`config.mk`:
```
export PLATFORM = sky130hd
export DESIGN_NAME = seg_fifo
export DESIGN_NICKNAME = d
export VERILOG_FILES = /design/src/design/seg_pkg.sv /design/src/design/seg_fifo.sv
export SDC_FILE = /design/constraint.sdc
export NUM_CORES = 1
export LEC_CHECK = 0
export ABC_AREA = 1
export BUFFER_PORTS_ARGS = -buffer_cell sky130_fd_sc_hd__buf_2
export CORE_AREA = 2 2 55 62
export DETAILED_ROUTE_END_ITERATION = 10
export DIE_AREA = 0 0 57 64
export HOLD_SLACK_MARGIN = 0.02
export PLACE_DENSITY = 0.79
export SLEW_MARGIN = 15
export SYNTH_ARGS = -nofsm -noshare
export SYNTH_HDL_FRONTEND = slang
export SYNTH_SLANG_ARGS = --single-unit
```
`constraint.sdc`:
```
create_clock -name clk_i -period 4.6 [get_ports clk_i]
set_clock_uncertainty 0.15 [all_clocks]
set_input_delay 0.46 -clock clk_i [delete_from_list [all_inputs] [get_ports clk_i]]
set_output_delay 0.46 -clock clk_i [all_outputs]
set_load 0.02 [all_outputs]
```
`src/design/seg_pkg.sv`:
```
// Shared constants and the tolerance test for the segment intersection block.
`timescale 1ns / 1ps
`default_nettype none
package seg_pkg;

  localparam int TOL_W      = 32;
  localparam int SUM_MAX_W  = 67;
  localparam int FIFO_DEPTH = 4;

  localparam logic [TOL_W-1:0] TOL_RESET = 32'd256;

  // true when a product counts as zero: exactly zero or magnitude below tolerance
  function automatic logic tol_zero(logic signed [SUM_MAX_W-1:0] x,
                                    logic [TOL_W-1:0] tol);
    logic [SUM_MAX_W-1:0] mag;
    mag = x[SUM_MAX_W-1] ? SUM_MAX_W'(-x) : SUM_MAX_W'(x);
    return (x == '0) || (mag < {{(SUM_MAX_W-TOL_W){1'b0}}, tol});
  endfunction

endpackage
`default_nettype wire

```
`src/design/seg_fifo.sv`:
```
// Short queue between front and back end.
`timescale 1ns / 1ps
`default_nettype none
module seg_fifo #(
  parameter int WIDTH = 8
) (
  input  wire logic             clk_i,
  input  wire logic             rst_ni,
  input  wire logic             push_valid_i,
  output logic                  push_ready_o,
  input  wire logic [WIDTH-1:0] push_data_i,
  output logic                  pop_valid_o,
  input  wire logic             pop_ready_i,
  output logic [WIDTH-1:0]      pop_data_o
);
  localparam int AW   = $clog2(seg_pkg::FIFO_DEPTH);
  localparam int CNTW = AW + 1;

  logic [WIDTH-1:0] mem_q [seg_pkg::FIFO_DEPTH];
  logic [AW-1:0]    wr_q, rd_q;
  logic [CNTW-1:0]  cnt_q;
  logic             push, pop;

  assign push_ready_o = cnt_q != CNTW'(seg_pkg::FIFO_DEPTH);
  assign pop_valid_o  = cnt_q != '0;
  assign push         = push_valid_i && push_ready_o;
  assign pop          = pop_valid_o && pop_ready_i;
  assign pop_data_o   = mem_q[rd_q];

  always_ff @(posedge clk_i or negedge rst_ni) begin
    if (!rst_ni) begin
      wr_q  <= '0;
      rd_q  <= '0;
      cnt_q <= '0;
    end else begin
      if (push) begin
        wr_q <= wr_q + AW'(1);
      end
      if (pop) begin
        rd_q <= rd_q + AW'(1);
      end
      if (push && !pop) begin
        cnt_q <= cnt_q + CNTW'(1);
      end else if (pop && !push) begin
        cnt_q <= cnt_q - CNTW'(1);
      end
    end
  end

  always_ff @(posedge clk_i) begin
    if (push) begin
      mem_q[wr_q] <= push_data_i;
    end
  end

endmodule
`default_nettype wire

```
==> reports/results.ini <==
[outcome]
outcome=completed

[cts]
cts.sinks=39
cts_buffers=5
clk_pin_slew_ns=0.11
cts-root-buf=clkbuf_4
cts_resized=0
hold_buffers=1
cts.path.max_buffers=2
clock_latency_ns=0.34
cts_tree=yes
htreeDepth=2
post-cts-setup-buffers=0

[yosys]
synth_fa_ha_area_frac=0.0477
synth_seq_cells=39
synth_top_family_by_area=simple AND/OR/NAND/NOR gates
synthSimpleGateAreaFrac=0.124
synth_area_per_cell_sq_um=11.4
synth_xor_area_frac=0.00506
synth.distinct_cells=17
synthesis.instances=152
syn_area_sq_um=1730
synth-seq-area-share=0.656
synth_nets=170
synth_warnings=0
synth_compound_area_frac=0.0723
synthMuxAreaShare=0

[critical_path]
r2r_end=cnt_q[1]
worstPathRequired_ns=3.99
crit_type=reg2out
cp_cell_sequence=inv_2, nand2_1, o211ai_1, nand2_1, buf_2
path_buf_inv=2
r2r_slack_ns=2.52
cpMostUsedCell=nand2_1
cp_max_fo=33
r2r_cells=9
critical_path.top_delay_family=buffers and inverters
critPathSlowestCell=dfrtp_1
end_kind=output pin
start_kind=register
worstReg2RegStart=cnt_q[1]
cp_data_arrival_time_ns=1.64
critical-path-max-stage-delay_ns=0.42

[final_layout]
fin_nets=195
multiInputGateArea_sq_um=432
n_fill_cell=253
regArea_sq_um=1140
syn2layout_area_growth_pct=9.47
drive_gt1_frac=0.169
antenna_cells=0

[timing]
max_slew_margin=0.463
worst_slew_pin_slew_ns=0.803
setup_tns_ns=0
period_minus_slack_ns=2.25
setup_viol=0
max_freq_ghz=0.445
hold_violations=0
rsz0062_at_grt=false
finalCritPeriodShare=0.488
slew_violations=0

[detailed_routing]
avgRoutedWirePerCell_um=14.4
dr.pass1.iters=4
drt_iter0_markers=27
vias_per_cell=5.23
drc_errors=0
dr_total_vias=1108
wirelength_mm=3.06
postRouteAntennaNets=0

[placed_design]
port_buffers=21
dp_hpwl_mm=2.18
gp_congestion=0.727

[grt]
grt_overflow=0
top_usage_layer=met2
use_met1=0.223
antenna_found_initial=0
grt_usage=0.195
grt_pass1_vias=1149
grt_max_degree=34
grt_pass1_wl_mm=5.15
grt_use_met3=0.0506
grt_use_met2=0.329

[job]
max-cap-violations=0

[floorplanning]
ios=22
fp.dieH_um=64
start_util=0.578
core_sq_um=3000
die_area_sq_um=3650
die_w_um=57
num_rows=21

[min_path]
hold_path_class=in2reg
min_to=mem_q[3][1]
min_path_cells=1
hp-start=push_data_i[1]

[power]
finalPower_mw=1.19
powerDensity_nw_per_um2=625
p_leak_nw=0.854
peakVddDrop_mv=0.432

[cell families (layout without fill, tap and decap cells)]
logic type	Yosys count	count (layout)
AO/OA/AOI/OAI	17	17
adder cells (fa/ha/maj)	6	6
buffers and inverters	36	62
XOR/XNOR	1	1
flip-flops	39	39
AND/OR/NAND/NOR	53	53
[flip-flops by register name, indices dropped and copies added (netlist names)]
signal	cells
cnt_q	3
rd_q	2
mem_q	32
wr_q	2
[metrics by stage]
stage                     utilization  cell area [sq um]  std cells  setup slack (ns)  hold WS, ns
after global routing            0.633               1900        212              2.21        0.163
after CTS                       0.633               1900        212              2.36        0.170
after global placement          0.613               1840        203              2.68        0.151
final                           0.633               1900        212              2.35        0.173
after detailed placement        0.613               1840        203              2.55        0.156
after floorplan                     -               1730        152              2.60       0.0144
[power by group]
part / switching, mW / leakage [nW] / internal (mW)
logic: 0.333 / 0.447 / 0.157
registers: 0.0552 / 0.378 / 0.476
clock network: 0.104 / 0.0293 / 0.0596
[worst register-to-register path, delay by kind of cell (launching register included)]
family	cells	cell delay, ns
adders and majority gates	2	0.63
and+or+nand+nor	3	0.39
buffers and inverters	3	0.30
AOI/OAI and AO/OA	1	0.08
DFF	1	0.41
[layout make-up]
cell class	count	share of cell area
inverter	32	0.0634
sequential	39	0.599
clock inverter	1	0.00264
timing repair buffer	22	0.0607
clock buffer	7	0.0238
multi-input combinational	77	0.228
tap	34	0.0224
[how the worst max path moves through the flow]
| stage | depth (start not counted) | slack, ns | from | endpoint |
|---|---|---|---|---|
| floorplan | 10 | 2.60 | cnt_q[0] | cnt_q[2] |
| global placement | 9 | 2.68 | cnt_q[0] | cnt_q[1] |
| detailed placement | 9 | 2.55 | cnt_q[0] | cnt_q[1] |
| CTS | 5 | 2.36 | rd_q[0] | pop_data_o[6] |
| global route | 5 | 2.21 | rd_q[0] | pop_data_o[4] |
| finish | 5 | 2.35 | rd_q[0] | pop_data_o[6] |
[routing by layer]
layer / wire length, um / share of wire / up-vias
li1: - / - / 552
met5: 0 / 0 / -
met4: 80 / 0.026 / 0
met3: 115 / 0.038 / 10
met2: 1660 / 0.54 / 25
met1: 1210 / 0.39 / 521
[placed cells by master, fill, tap and decap left out, types with 2 or more instances in the layout]
| cell type | count |
|---|---|
| nand2_1 | 41 |
| edfxtp_1 | 32 |
| inv_1 | 30 |
| buf_2 | 21 |
| o211ai_1 | 16 |
| dfrtp_1 | 7 |
| nand3_1 | 6 |
| ha_1 | 5 |
| clkbuf_4 | 5 |
| nor2_1 | 4 |
| inv_2 | 2 |
| clkbuf_1 | 2 |
[synthesized netlist by cell type]
cell | instances | share of area
nand2_1 | 41 | 0.089
edfxtp_1 | 32 | 0.55
inv_1 | 30 | 0.065
o211ai_1 | 16 | 0.069
dfrtp_1 | 7 | 0.10
nand3_1 | 6 | 0.017
ha_1 | 5 | 0.036
nor2_1 | 4 | 0.0087
buf_6 | 2 | 0.013
inv_2 | 2 | 0.0043
buf_4 | 1 | 0.0043
clkbuf_8 | 1 | 0.0079
fa_1 | 1 | 0.012
nand3_2 | 1 | 0.0058
nand4_1 | 1 | 0.0036
o21ai_0 | 1 | 0.0029
xnor2_1 | 1 | 0.0051
Power figures use the tool's default switching activity.
